## src/rtl/timestamp_to_calendar_date_macros.svh

```systemverilog
// assertion macros shared by the timestamp_to_calendar_date rtl
`ifndef TIMESTAMP_TO_CALENDAR_DATE_MACROS_SVH
`define TIMESTAMP_TO_CALENDAR_DATE_MACROS_SVH

// property that must hold at every edge outside reset
`define TTCD_ASSERT_ALWAYS(label, clk, rst, prop) \
   label: assert property (@(posedge clk) disable iff (rst) (prop)) \
      else $error("ttcd: invariant violated");

// property that must hold in the same cycle whenever cond is true
`define TTCD_ASSERT_IMPLY(label, clk, rst, cond, prop) \
   label: assert property (@(posedge clk) disable iff (rst) (cond) |-> (prop)) \
      else $error("ttcd: implication violated");

`endif

```

## src/rtl/ttcd_pkg.sv

```systemverilog
package ttcd_pkg;

   localparam int EPOCH_W = 31;
   localparam int TIME_W  = 32;
   localparam int DAYS_W  = 16;
   localparam int TOD_W   = 17;
   localparam int SOH_W   = 12;
   localparam int ZONE_W  = 5;

   localparam logic [16:0] SECS_PER_DAY  = 17'd86400;
   localparam logic [11:0] SECS_PER_HOUR = 12'd3600;
   localparam logic [5:0]  SECS_PER_MIN  = 6'd60;
   localparam logic [10:0] DAYS_PER_CYCLE = 11'd1461;
   localparam logic [10:0] BASE_YEAR     = 11'd1970;
   localparam logic [8:0]  DAYS_PER_YEAR = 9'd365;

   // reciprocal multipliers for the constant divisions
   // (t >> 7) / 675, underestimate by at most one, fixed up afterwards
   localparam logic [25:0] RECIP_DAY   = 26'd50903316;
   localparam int          RECIP_DAY_SH = 35;
   // days / 1461, exact for 16-bit days
   localparam logic [16:0] RECIP_CYCLE = 17'd91868;
   localparam int          RECIP_CYCLE_SH = 27;
   // (tod >> 4) / 225, exact for 13-bit operand
   localparam logic [13:0] RECIP_HOUR  = 14'd9321;
   localparam int          RECIP_HOUR_SH = 21;
   // (soh >> 2) / 15, exact for 10-bit operand
   localparam logic [10:0] RECIP_MIN   = 11'd1093;
   localparam int          RECIP_MIN_SH = 14;

   // day of year at which each month ends, common year
   localparam logic [8:0] MONTH_END [12] = '{
      9'd31, 9'd59, 9'd90, 9'd120, 9'd151, 9'd181,
      9'd212, 9'd243, 9'd273, 9'd304, 9'd334, 9'd365
   };

   typedef struct packed {
      logic                valid;
      logic [DAYS_W-1:0]   days;
      logic [TOD_W-1:0]    tod;
   } ttcd_split_type;

   typedef struct packed {
      logic        valid;
      logic [10:0] year;
      logic [3:0]  month;
      logic [4:0]  day;
   } ttcd_date_type;

   typedef struct packed {
      logic             valid;
      logic [4:0]       hour;
      logic [5:0]       minute;
      logic [SOH_W-1:0] soh;
      logic [SOH_W-1:0] min_secs;
   } ttcd_tod_type;

   function automatic logic [8:0] month_end(input logic [3:0] idx, input logic leap);
      logic [8:0] e;
      e = MONTH_END[idx];
      if (leap && idx != 4'd0) begin
         e = e + 9'd1;
      end
      return e;
   endfunction

endpackage

```

## src/rtl/ttcd_day_split.sv

```systemverilog
module ttcd_day_split import ttcd_pkg::*; (
   input  logic                       clock,
   input  logic                       reset,
   input  logic                       in_valid,
   input  logic [EPOCH_W-1:0]         epoch,
   input  logic signed [ZONE_W-1:0]   zone,
   output ttcd_split_type             split
);

   // stage 1: zone adjust and clamp
   logic signed [17:0] off_secs;
   logic signed [32:0] adj;
   logic              v1_ff, v1_in;
   logic [TIME_W-1:0] t1_ff, t1_in;

   assign off_secs = 18'(zone) * $signed({6'd0, SECS_PER_HOUR});
   assign adj      = $signed({2'b00, epoch}) + 33'(off_secs);

   always_comb begin
      v1_in = in_valid;
      t1_in = adj[32] ? '0 : adj[TIME_W-1:0];
   end

   // stage 2: reciprocal product
   logic              v2_ff, v2_in;
   logic [TIME_W-1:0] t2_ff, t2_in;
   logic [50:0]       p2_ff, p2_in;

   always_comb begin
      v2_in = v1_ff;
      t2_in = t1_ff;
      p2_in = 51'(t1_ff[TIME_W-1:7]) * 51'(RECIP_DAY);
   end

   // stage 3: quotient estimate back to seconds
   logic              v3_ff, v3_in;
   logic [TIME_W-1:0] t3_ff, t3_in;
   logic [DAYS_W-1:0] q3_ff, q3_in;
   logic [TIME_W-1:0] qm3_ff, qm3_in;

   always_comb begin
      v3_in  = v2_ff;
      t3_in  = t2_ff;
      q3_in  = p2_ff[RECIP_DAY_SH +: DAYS_W];
      qm3_in = TIME_W'(33'(p2_ff[RECIP_DAY_SH +: DAYS_W]) * 33'(SECS_PER_DAY));
   end

   // stage 4: remainder and one-step correction
   logic [17:0]    r4;
   ttcd_split_type s4_ff, s4_in;

   always_comb begin
      r4       = 18'(t3_ff - qm3_ff);
      s4_in.valid = v3_ff;
      if (r4 >= 18'(SECS_PER_DAY)) begin
         s4_in.days = q3_ff + 1'b1;
         s4_in.tod  = TOD_W'(r4 - 18'(SECS_PER_DAY));
      end else begin
         s4_in.days = q3_ff;
         s4_in.tod  = TOD_W'(r4);
      end
   end

   always_ff @(posedge clock) begin
      if (reset) begin
         v1_ff       <= 1'b0;
         v2_ff       <= 1'b0;
         v3_ff       <= 1'b0;
         s4_ff.valid <= 1'b0;
      end else begin
         v1_ff       <= v1_in;
         v2_ff       <= v2_in;
         v3_ff       <= v3_in;
         s4_ff.valid <= s4_in.valid;
      end
      t1_ff      <= t1_in;
      t2_ff      <= t2_in;
      p2_ff      <= p2_in;
      t3_ff      <= t3_in;
      q3_ff      <= q3_in;
      qm3_ff     <= qm3_in;
      s4_ff.days <= s4_in.days;
      s4_ff.tod  <= s4_in.tod;
   end

   assign split = s4_ff;

endmodule

```

## src/rtl/ttcd_date.sv

```systemverilog
module ttcd_date import ttcd_pkg::*; (
   input  logic           clock,
   input  logic           reset,
   input  ttcd_split_type split,
   output ttcd_date_type  date
);

   // stage 5: cycle reciprocal product
   logic              v5_ff, v5_in;
   logic [DAYS_W-1:0] d5_ff, d5_in;
   logic [32:0]       cp5_ff, cp5_in;

   always_comb begin
      v5_in  = split.valid;
      d5_in  = split.days;
      cp5_in = 33'(split.days) * 33'(RECIP_CYCLE);
   end

   // stage 6: four-year cycle count and its day count
   logic              v6_ff, v6_in;
   logic [DAYS_W-1:0] d6_ff, d6_in;
   logic [5:0]        c6_ff, c6_in;
   logic [DAYS_W-1:0] cm6_ff, cm6_in;

   always_comb begin
      v6_in  = v5_ff;
      d6_in  = d5_ff;
      c6_in  = cp5_ff[RECIP_CYCLE_SH +: 6];
      cm6_in = DAYS_W'(cp5_ff[RECIP_CYCLE_SH +: 6]) * DAYS_W'(DAYS_PER_CYCLE);
   end

   // stage 7: year inside the cycle, third year is leap
   logic [10:0] cr7;
   logic        v7_ff, v7_in;
   logic [10:0] y7_ff, y7_in;
   logic [8:0]  r7_ff, r7_in;
   logic        l7_ff, l7_in;

   always_comb begin
      cr7   = 11'(d6_ff - cm6_ff);
      v7_in = v6_ff;
      l7_in = 1'b0;
      y7_in = BASE_YEAR + {3'd0, c6_ff, 2'b00};
      if (cr7 < 11'(DAYS_PER_YEAR)) begin
         r7_in = 9'(cr7);
      end else if (cr7 < 11'd730) begin
         y7_in = y7_in + 11'd1;
         r7_in = 9'(cr7 - 11'd365);
      end else if (cr7 <= 11'd1095) begin
         y7_in = y7_in + 11'd2;
         r7_in = 9'(cr7 - 11'd730);
         l7_in = 1'b1;
      end else begin
         y7_in = y7_in + 11'd3;
         r7_in = 9'(cr7 - 11'd1096);
      end
   end

   // stage 8: twelve parallel month-end compares
   logic        v8_ff, v8_in;
   logic [10:0] y8_ff, y8_in;
   logic [8:0]  r8_ff, r8_in;
   logic        l8_ff, l8_in;
   logic [11:0] lt8_ff, lt8_in;

   always_comb begin
      v8_in = v7_ff;
      y8_in = y7_ff;
      r8_in = r7_ff;
      l8_in = l7_ff;
      for (int i = 0; i < 12; i++) begin
         lt8_in[i] = r7_ff < month_end(4'(i), l7_ff);
      end
   end

   // stage 9: pick first month that holds the day
   ttcd_date_type s9_ff, s9_in;
   logic          found9;

   always_comb begin
      s9_in.valid = v8_ff;
      s9_in.year  = y8_ff;
      s9_in.month = 4'd12;
      s9_in.day   = 5'd31;
      found9      = 1'b0;
      for (int i = 0; i < 12; i++) begin
         if (!found9 && lt8_ff[i]) begin
            found9      = 1'b1;
            s9_in.month = 4'(i + 1);
            if (i == 0) begin
               s9_in.day = 5'(r8_ff + 9'd1);
            end else begin
               s9_in.day = 5'(r8_ff - month_end(4'(i - 1), l8_ff) + 9'd1);
            end
         end
      end
   end

   always_ff @(posedge clock) begin
      if (reset) begin
         v5_ff       <= 1'b0;
         v6_ff       <= 1'b0;
         v7_ff       <= 1'b0;
         v8_ff       <= 1'b0;
         s9_ff.valid <= 1'b0;
      end else begin
         v5_ff       <= v5_in;
         v6_ff       <= v6_in;
         v7_ff       <= v7_in;
         v8_ff       <= v8_in;
         s9_ff.valid <= s9_in.valid;
      end
      d5_ff       <= d5_in;
      cp5_ff      <= cp5_in;
      d6_ff       <= d6_in;
      c6_ff       <= c6_in;
      cm6_ff      <= cm6_in;
      y7_ff       <= y7_in;
      r7_ff       <= r7_in;
      l7_ff       <= l7_in;
      y8_ff       <= y8_in;
      r8_ff       <= r8_in;
      l8_ff       <= l8_in;
      lt8_ff      <= lt8_in;
      s9_ff.year  <= s9_in.year;
      s9_ff.month <= s9_in.month;
      s9_ff.day   <= s9_in.day;
   end

   assign date = s9_ff;

endmodule

```

## src/rtl/ttcd_clock.sv

```systemverilog
module ttcd_clock import ttcd_pkg::*; (
   input  logic           clock,
   input  logic           reset,
   input  ttcd_split_type split,
   output ttcd_tod_type   tod
);

   // stage 5: hour reciprocal product
   logic             v5_ff, v5_in;
   logic [TOD_W-1:0] t5_ff, t5_in;
   logic [25:0]      hp5_ff, hp5_in;

   always_comb begin
      v5_in  = split.valid;
      t5_in  = split.tod;
      hp5_in = 26'(split.tod[TOD_W-1:4]) * 26'(RECIP_HOUR);
   end

   // stage 6: hour and its seconds
   logic             v6_ff, v6_in;
   logic [TOD_W-1:0] t6_ff, t6_in;
   logic [4:0]       h6_ff, h6_in;
   logic [TOD_W-1:0] hm6_ff, hm6_in;

   always_comb begin
      v6_in  = v5_ff;
      t6_in  = t5_ff;
      h6_in  = hp5_ff[RECIP_HOUR_SH +: 5];
      hm6_in = TOD_W'(hp5_ff[RECIP_HOUR_SH +: 5]) * TOD_W'(SECS_PER_HOUR);
   end

   // stage 7: seconds within the hour
   logic             v7_ff, v7_in;
   logic [4:0]       h7_ff, h7_in;
   logic [SOH_W-1:0] s7_ff, s7_in;

   always_comb begin
      v7_in = v6_ff;
      h7_in = h6_ff;
      s7_in = SOH_W'(t6_ff - hm6_ff);
   end

   // stage 8: minute reciprocal product
   logic             v8_ff, v8_in;
   logic [4:0]       h8_ff, h8_in;
   logic [SOH_W-1:0] s8_ff, s8_in;
   logic [20:0]      mp8_ff, mp8_in;

   always_comb begin
      v8_in  = v7_ff;
      h8_in  = h7_ff;
      s8_in  = s7_ff;
      mp8_in = 21'(s7_ff[SOH_W-1:2]) * 21'(RECIP_MIN);
   end

   // stage 9: minute and its seconds
   ttcd_tod_type s9_ff, s9_in;

   always_comb begin
      s9_in.valid    = v8_ff;
      s9_in.hour     = h8_ff;
      s9_in.soh      = s8_ff;
      s9_in.minute   = mp8_ff[RECIP_MIN_SH +: 6];
      s9_in.min_secs = SOH_W'(mp8_ff[RECIP_MIN_SH +: 6]) * SOH_W'(SECS_PER_MIN);
   end

   always_ff @(posedge clock) begin
      if (reset) begin
         v5_ff       <= 1'b0;
         v6_ff       <= 1'b0;
         v7_ff       <= 1'b0;
         v8_ff       <= 1'b0;
         s9_ff.valid <= 1'b0;
      end else begin
         v5_ff       <= v5_in;
         v6_ff       <= v6_in;
         v7_ff       <= v7_in;
         v8_ff       <= v8_in;
         s9_ff.valid <= s9_in.valid;
      end
      t5_ff          <= t5_in;
      hp5_ff         <= hp5_in;
      t6_ff          <= t6_in;
      h6_ff          <= h6_in;
      hm6_ff         <= hm6_in;
      h7_ff          <= h7_in;
      s7_ff          <= s7_in;
      h8_ff          <= h8_in;
      s8_ff          <= s8_in;
      mp8_ff         <= mp8_in;
      s9_ff.hour     <= s9_in.hour;
      s9_ff.minute   <= s9_in.minute;
      s9_ff.soh      <= s9_in.soh;
      s9_ff.min_secs <= s9_in.min_secs;
   end

   assign tod = s9_ff;

endmodule

```

## src/rtl/timestamp_to_calendar_date.sv

```systemverilog
// a transaction taken by start passes stages 1..10 in turn and shows on the rsp_ ports from the stage 10 register
// throughput: one transaction per cycle while busy is low, set by the ten-stage pipeline
// busy is high only while reset is asserted; the pipeline never stalls
// reset (synchronous, active high) clears the valid bits and sets the zone offset to 0
// transactions in flight at reset are dropped
`include "timestamp_to_calendar_date_macros.svh"

module timestamp_to_calendar_date import ttcd_pkg::*; (
   input  logic                clock,
   input  logic                reset,
   // request channel
   input  logic                start,
   output logic                busy,
   input  logic [EPOCH_W-1:0]  req_epoch_seconds,
   // zone offset register
   input  logic                csr_write_enable,
   input  logic [ZONE_W-1:0]   csr_write_data,
   // response channel
   output logic                rsp_strobe,
   output logic [10:0]         rsp_year,
   output logic [3:0]          rsp_month,
   output logic [4:0]          rsp_day_of_month,
   output logic [4:0]          rsp_hour,
   output logic [5:0]          rsp_minute,
   output logic [5:0]          rsp_second
);

   // zone offset in whole hours, two's complement, applied as written
   logic [ZONE_W-1:0] zone_ff, zone_in;

   always_comb begin
      zone_in = csr_write_enable ? csr_write_data : zone_ff;
   end

   // nothing is taken while reset holds the pipeline clear
   assign busy = reset;

   // stages 1..4: zone adjust, clamp at zero, split into days and time of day
   ttcd_split_type split;

   ttcd_day_split u_day_split (
      .clock    (clock),
      .reset    (reset),
      .in_valid (start && !busy),
      .epoch    (req_epoch_seconds),
      .zone     ($signed(zone_ff)),
      .split    (split)
   );

   // stages 5..9: days into year, month and day on the plain four-year cycle
   ttcd_date_type date_out;

   ttcd_date u_date (
      .clock (clock),
      .reset (reset),
      .split (split),
      .date  (date_out)
   );

   // stages 5..9: time of day into hour, minute and leftover seconds
   ttcd_tod_type tod_out;

   ttcd_clock u_clock (
      .clock (clock),
      .reset (reset),
      .split (split),
      .tod   (tod_out)
   );

   // stage 10: output register, seconds of the minute finished here
   logic        strobe_ff, strobe_in;
   logic [10:0] year_ff;
   logic [3:0]  month_ff;
   logic [4:0]  day_ff;
   logic [4:0]  hour_ff;
   logic [5:0]  minute_ff;
   logic [5:0]  second_ff, second_in;

   always_comb begin
      strobe_in = date_out.valid;
      second_in = 6'(tod_out.soh - tod_out.min_secs);
   end

   always_ff @(posedge clock) begin
      if (reset) begin
         zone_ff   <= '0;
         strobe_ff <= 1'b0;
      end else begin
         zone_ff   <= zone_in;
         strobe_ff <= strobe_in;
      end
      year_ff   <= date_out.year;
      month_ff  <= date_out.month;
      day_ff    <= date_out.day;
      hour_ff   <= tod_out.hour;
      minute_ff <= tod_out.minute;
      second_ff <= second_in;
   end

   assign rsp_strobe       = strobe_ff;
   assign rsp_year         = year_ff;
   assign rsp_month        = month_ff;
   assign rsp_day_of_month = day_ff;
   assign rsp_hour         = hour_ff;
   assign rsp_minute       = minute_ff;
   assign rsp_second       = second_ff;

   // the date and time-of-day pipelines must stay in lock step
   `TTCD_ASSERT_ALWAYS(a_chains_aligned, clock, reset, date_out.valid == tod_out.valid)
   // month search always lands on a real month and day
   `TTCD_ASSERT_IMPLY(a_date_range, clock, reset, rsp_strobe, rsp_month >= 4'd1 && rsp_month <= 4'd12 && rsp_day_of_month >= 5'd1)
   // reciprocal divides must never overshoot the time of day fields
   `TTCD_ASSERT_IMPLY(a_time_range, clock, reset, rsp_strobe, rsp_hour < 5'd24 && rsp_minute < 6'd60 && rsp_second < 6'd60)

endmodule
```

## config.mk

```make
export PLATFORM = sky130hd
export DESIGN_NAME = timestamp_to_calendar_date
export DESIGN_NICKNAME = d
export VERILOG_FILES = /design/src/rtl/ttcd_pkg.sv /design/src/rtl/ttcd_day_split.sv /design/src/rtl/ttcd_date.sv /design/src/rtl/ttcd_clock.sv /design/src/rtl/timestamp_to_calendar_date.sv
export VERILOG_INCLUDE_DIRS = /design/src /design/src/rtl
export SDC_FILE = /design/constraint.sdc
export NUM_CORES = 2
export LEC_CHECK = 0
export BUFFER_PORTS_ARGS = -buffer_cell sky130_fd_sc_hd__buf_2
export CORE_MARGIN = 3
export CORE_UTILIZATION = 35
export CTS_CLUSTER_DIAMETER = 60
export DETAILED_ROUTE_END_ITERATION = 6
export SLEW_MARGIN = 10
export SYNTH_ARGS = -nofsm -noshare
export SYNTH_HDL_FRONTEND = slang
export SYNTH_SLANG_ARGS = --single-unit
export TNS_END_PERCENT = 50
```

## constraint.sdc

```tcl
create_clock -name clock -period 8.3 [get_ports clock]
set_input_delay 2.075 -clock clock [delete_from_list [all_inputs] [get_ports clock]]
set_output_delay 2.075 -clock clock [all_outputs]
set_load 0.01 [all_outputs]
```

Word-level counts from Yosys, hierarchy flattened
Index checks and enable logic that the tools add are counted.
{ "word_totals": {"reg_bits": 501, "inputBits": 40, "word_cells": 205} }
{ "op_classes": {"n_addsub": 37, "mul": 9, "order_cmp": 16, "mux": 62, "reduce_logical": 26} }
{ "ops": {"columns": ["operator", "count"], "rows": [
  ["two-way mux 9 bit", 10],
  ["adder 5 x 1 -> 5 bit, second input constant", 12],
  ["two-way mux 5 bit", 11],
  ["subtractor 5 bit", 10],
  ["multiplier 25 x 24 -> 49 bit, second input constant", 1],
  ["< comparator 9 x 8 -> 1 bit", 4],
  ["< comparator 9 bit", 4],
  ["adder 32 x 18 -> 33 bit", 1],
  ["two-way mux 11 bit", 3],
  ["two-way mux 33 bit", 1],
  ["two-way mux 8 bit", 4],
  ["multiplier 16 x 15 -> 31 bit, second input constant", 1],
  ["multiplier 13 x 14 -> 26 bit, second input constant", 1],
  ["adder 11 x 2 -> 11 bit, second input constant", 2],
  ["two-way mux 1 bit", 22],
  ["multiplier 10 x 11 -> 20 bit, second input constant", 1],
  ["greater-or-equal comparator 18 x 17 -> 1 bit, second input constant", 1],
  ["< comparator 9 x 7 -> 1 bit", 2],
  ["subtractor 18 bit", 1],
  ["subtractor 17 bit, second input constant", 1],
  ["adder 16 x 1 -> 16 bit, second input constant", 1],
  ["multiplier 16 x 10 -> 11 bit, second input constant", 1],
  ["multiplier 5 x 9 -> 14 bit, second input constant", 1],
  ["logical AND 1 bit", 12],
  ["23 further kinds", 42]
]} }

Logic depth before layout (Yosys ltp)
{ "depth": {"depth_word": 37, "mapped_depth": 25, "ltp_nobuf": 23} }

By module
A second synthesis with hierarchy kept.
{ "hier_totals": {"hier_cells": 3377, "hier_area_um2": 34503.1} }
{ "by_module_without_submodules": {"columns": ["mod", "instances", "cells_each", "area_per_inst_um2"], "rows": [
  ["ttcd_day_split", 1, 1574, 15846.4],
  ["ttcd_date", 1, 1146, 10965.5],
  ["ttcd_clock", 1, 567, 6482.5],
  ["timestamp_to_calendar_date", 1, 90, 1208.7]
]} }

Worst setup path after synthesis
Ideal clock, no wire load.
{ "synth_path": {"path_type": "reg2reg", "startpoint": "register zone_ff[2]", "endpoint": "register u_day_split.t1_ff[17]", "t_arrival_ps": 5872, "required_time_ps": 8172, "path_slack_ps": 2300, "path_stages_with_launch": 25, "cell_sequence": "dfxtp_1 > fa_1 > inv_1 > fa_1 > fa_1 > inv_1 > fa_1 > a21oi_1 > nor2_1 > nor2_1 > nor2b_1 > or3_1 > inv_1 > ha_1 > a21o_1 > a21oi_1 > nor2_1 > or2_2 > a31oi_1 > o21ai_0 > o41ai_2 > xnor2_1 > buf_2 > buf_1 > nor2_1"} }
{ "synth_via": {"elab_chain_len": 2} }
{ "synth_lines": {"columns": ["item", "line_no", "text"], "rows": [
  ["start, declared", "timestamp_to_calendar_date.sv:29", "logic [ZONE_W-1:0] zone_ff, zone_in;"],
  ["start signal, assigned", "timestamp_to_calendar_date.sv:89", "zone_ff <= zone_in;"],
  ["multiplier 5 x 9 -> 14 bit", "ttcd_day_split.sv:16", "assign off_secs = 18'(zone) * $signed({6'd0, SECS_PER_HOUR});"],
  ["adder 32 x 18 -> 33 bit", "ttcd_day_split.sv:17", "assign adj = $signed({2'b00, epoch}) + 33'(off_secs);"],
  ["end signal, assigned", "ttcd_day_split.sv:76", "t1_ff <= t1_in;"],
  ["end, declared", "ttcd_day_split.sv:14", "logic [TIME_W-1:0] t1_ff, t1_in;"]
]} }
Every way passes these cells.
A chain may end at the register's enable or synchronous reset.

Worst setup path after layout
{ "layout_path": {"startpoint": "register u_day_split.t1_ff[17]", "endpoint": "register u_day_split.p2_ff[44]"} }
{ "layout_via": {"elab_chain_len": 1} }
{ "layout_lines": {"columns": ["item", "line_no", "text"], "rows": [
  ["multiplier 25 x 24 -> 49 bit", "ttcd_day_split.sv:32", "p2_in = 51'(t1_ff[TIME_W-1:7]) * 51'(RECIP_DAY);"],
  ["via u_day_split.p2_in[44]", "ttcd_day_split.sv:27", "logic [50:0] p2_ff, p2_in;"],
  ["end signal, assigned", "ttcd_day_split.sv:78", "p2_ff <= p2_in;"],
  ["end, declared", "ttcd_day_split.sv:27", null]
]} }
The timed path passes the listed nets, and every way through them passes these cells.

==> metrics <==
status=finished clean; n_diodes=0; postcts setup bufs=0; Die Y-Extent=311 um; Worst setup SP type=register; crit share post-route=80.9%; placed cells=4,426; top_reg_cell synth=dfxtp_1; Avg Cell Area, Syn=10.4 um2; FP Rows=111; Final Hold Viols=0; Clock Sinks=398; worst setup margin=1.59 ns; area grow syn2layout=11.2%; Initial DRT Pass Iterations=7; Top Ports=79; R2R Path Start=u_day_split.t1_ff[17]; vias in the first global route=21,400; layout cells sized above 1=6.42%; DRC Markers=0; worst hold path type=register to register; fill count=8,949; Critical Path End Type=register; Worst Setup SP=u_day_split.t1_ff[17]; first-pass GRT wire length=104,000 um; core area=0.0918 mm2; clk buf depth=3; Tmin final=6.71 ns; Setup Viol. Count Final=0; post-synthesis cell area=0.0325 mm2; largest net degree at the start of global routing=32; max-cap violations=0; Die Span X=311 um; post-CTS sizing=0; Worst Min Path Start=u_date.d5_ff[5]; fin. max-slew vios=0; Crit path required time=8.75 ns; critical path class=register to register; synth top area cells=ha_1 (28%), dfxtp_1 (25%), fa_1 (20%); crit path DAT=7.16 ns; CTS Buf Count=49; nets@finish=4,319; Initial Utilization=35.4%; setup TNS=0 ns; Yosys top cell by area=ha_1; RD Place Congestion=0.867; CTS tree=built; clk root buf=clkbuf_16; Fin Clk Skew=0.0233 ns; Yosys top cell area share=27.8%; routed wire length=59,500 um; syn_nets=4,209; worst-margin pin slew=1.08 ns; DRT antenna net count=0; Finished Layout Cells=4,515; pre-CTS setup slack=1.64 ns; depth of the CTS H-tree=2; initial DRC count=625; Routed WL per cell=13.2 um; RSZ-0062 raised after global routing=false; Achievable Freq=149 MHz; vias=20,500; multi-input logic area=0.0220 mm2; Syn Inst Count=3,124; ys async rst share=0%; IO Port Bufs=78; number of synthesized flops with an enable pin=0; count leader, synth=ha_1; Clk Latency, worst-skew pair=0.59 ns; Register Area=0.00797 mm2; library cells used by synthesis=90; Rel. slew slack=28.0%; GRT Total Usage=12.7%; hold-fix buffers at CTS=0; post-layout util=39.3%; GRT Residual Overflow=0; initial antenna violation count=0; Die ar.=0.0965 mm2; dpl hpwl=49,100 um; clock-pin transition on the worst setup and hold timing paths=0.06 ns; Via density=4.55; worst-path fanout max=11; leading cell types by count after synthesis=ha_1 (721), inv_1 (644), dfxtp_1 (398); sequential-to-total area share from yosys stat=24.5%; flops & latches, synth=398; YS warnings=0
[through the flow]
step / area, um2 / hold WS (ns)
after floorplan: 32500 / 0.310
after global placement: 34400 / 0.310
after detailed placement: 34400 / 0.312
after CTS: 36100 / 0.309
after global routing: 36100 / 0.316
final: 36100 / 0.307
[layer usage]
metal	GRT usage, %	up-vias	share of wire, %	routed length, um
li1	-	10500	-	-
met1	17.1	9726	48	28400
met2	21.9	239	48	28300
met3	1.72	67	3.2	1890
met4	2.72	0	1.6	958
met5	0	-	0	0
[final timing paths]
kind	cells past startpoint	endpoint	slack (ns)
max	21	u_day_split.p2_ff[44]	1.59
min	0	u_date.d6_ff[5]	0.31
max reg2reg	21	u_day_split.p2_ff[44]	1.59
min reg2reg	0	u_date.d6_ff[5]	0.31
[sequential cells by signal (all words and copies together), names as in the netlist, 12 cells and up]
signal / cells
u_clock.t5_ff: 12
u_clock.tod: 20
u_date.lt8_ff: 12
u_day_split.q3_ff: 16
u_date.date: 21
u_day_split.t3_ff: 18
u_day_split.split: 34
u_day_split.t2_ff: 18
u_day_split.t1_ff: 32
u_clock.t6_ff: 12
u_clock.s7_ff: 12
u_day_split.p2_ff: 16
[logic make-up (layout without fill, tap and decap cells)]
family	Yosys count	after routing	synth area share, %
adders and majority gates	1045	1045	47.7
DFF	398	398	24.5
and+or+nand+nor	413	413	6.43
xor gates and xnor gates	172	172	4.68
buffers and inverters	669	817	7.82
muxes	12	12	0.378
AOI/OAI and AO/OA	415	415	8.41
[worst max-delay path: stages, from the launching register on]
cell and delay [ns]:
dfxtp_1 0.58, fa_1 0.54, ha_1 0.28, inv_1 0.05, fa_1 0.49, fa_1 0.52, inv_1 0.05, fa_1 0.46
fa_1 0.54, inv_1 0.05, fa_1 0.53, inv_1 0.04, ha_1 0.32, a21o_1 0.19, a21oi_1 0.20, o21a_1 0.14
o31ai_1 0.09, a211oi_1 0.63, a21oi_1 0.24, a211oi_1 0.37, o21bai_1 0.12, xor2_1 0.15
[final cells by class]
type / count / area share [%]
repair buffers: 83 / 1.19
inverters: 645 / 6.71
well taps: 1243 / 4.31
flip-flops and latches: 398 / 22.1
clock inverters: 34 / 1.25
multi-input cells: 2057 / 60.9
clock buffers: 55 / 3.60
[placed cells by master (no fill, tap or decap), drive strengths merged, types with 9 or more instances in the layout]
| master | count |
|---|---|
| mux2i | 10 |
| nor3 | 35 |
| nand2 | 79 |
| o22ai | 10 |
| dfxtp | 398 |
| a21o | 46 |
| o211ai | 14 |
| nor2b | 32 |
| o21ai | 75 |
| inv | 651 |
| nor4 | 14 |
| xor2 | 66 |
| nand3 | 25 |
| nand4 | 17 |
| o21a | 13 |
| clkbuf | 55 |
| buf | 83 |
| and2 | 10 |
| a31oi | 15 |
| a211oi | 21 |
| clkinv | 16 |
| ha | 721 |
| xnor2 | 106 |
| nand2b | 26 |
| or2 | 9 |
| fa | 324 |
| a21oi | 123 |
| nor2 | 126 |
| o21bai | 19 |
| or3 | 9 |
Power is left out: the tool's default activity adds up to more than one toggle a clock period on the data nets, which glitch-free logic cannot reach.
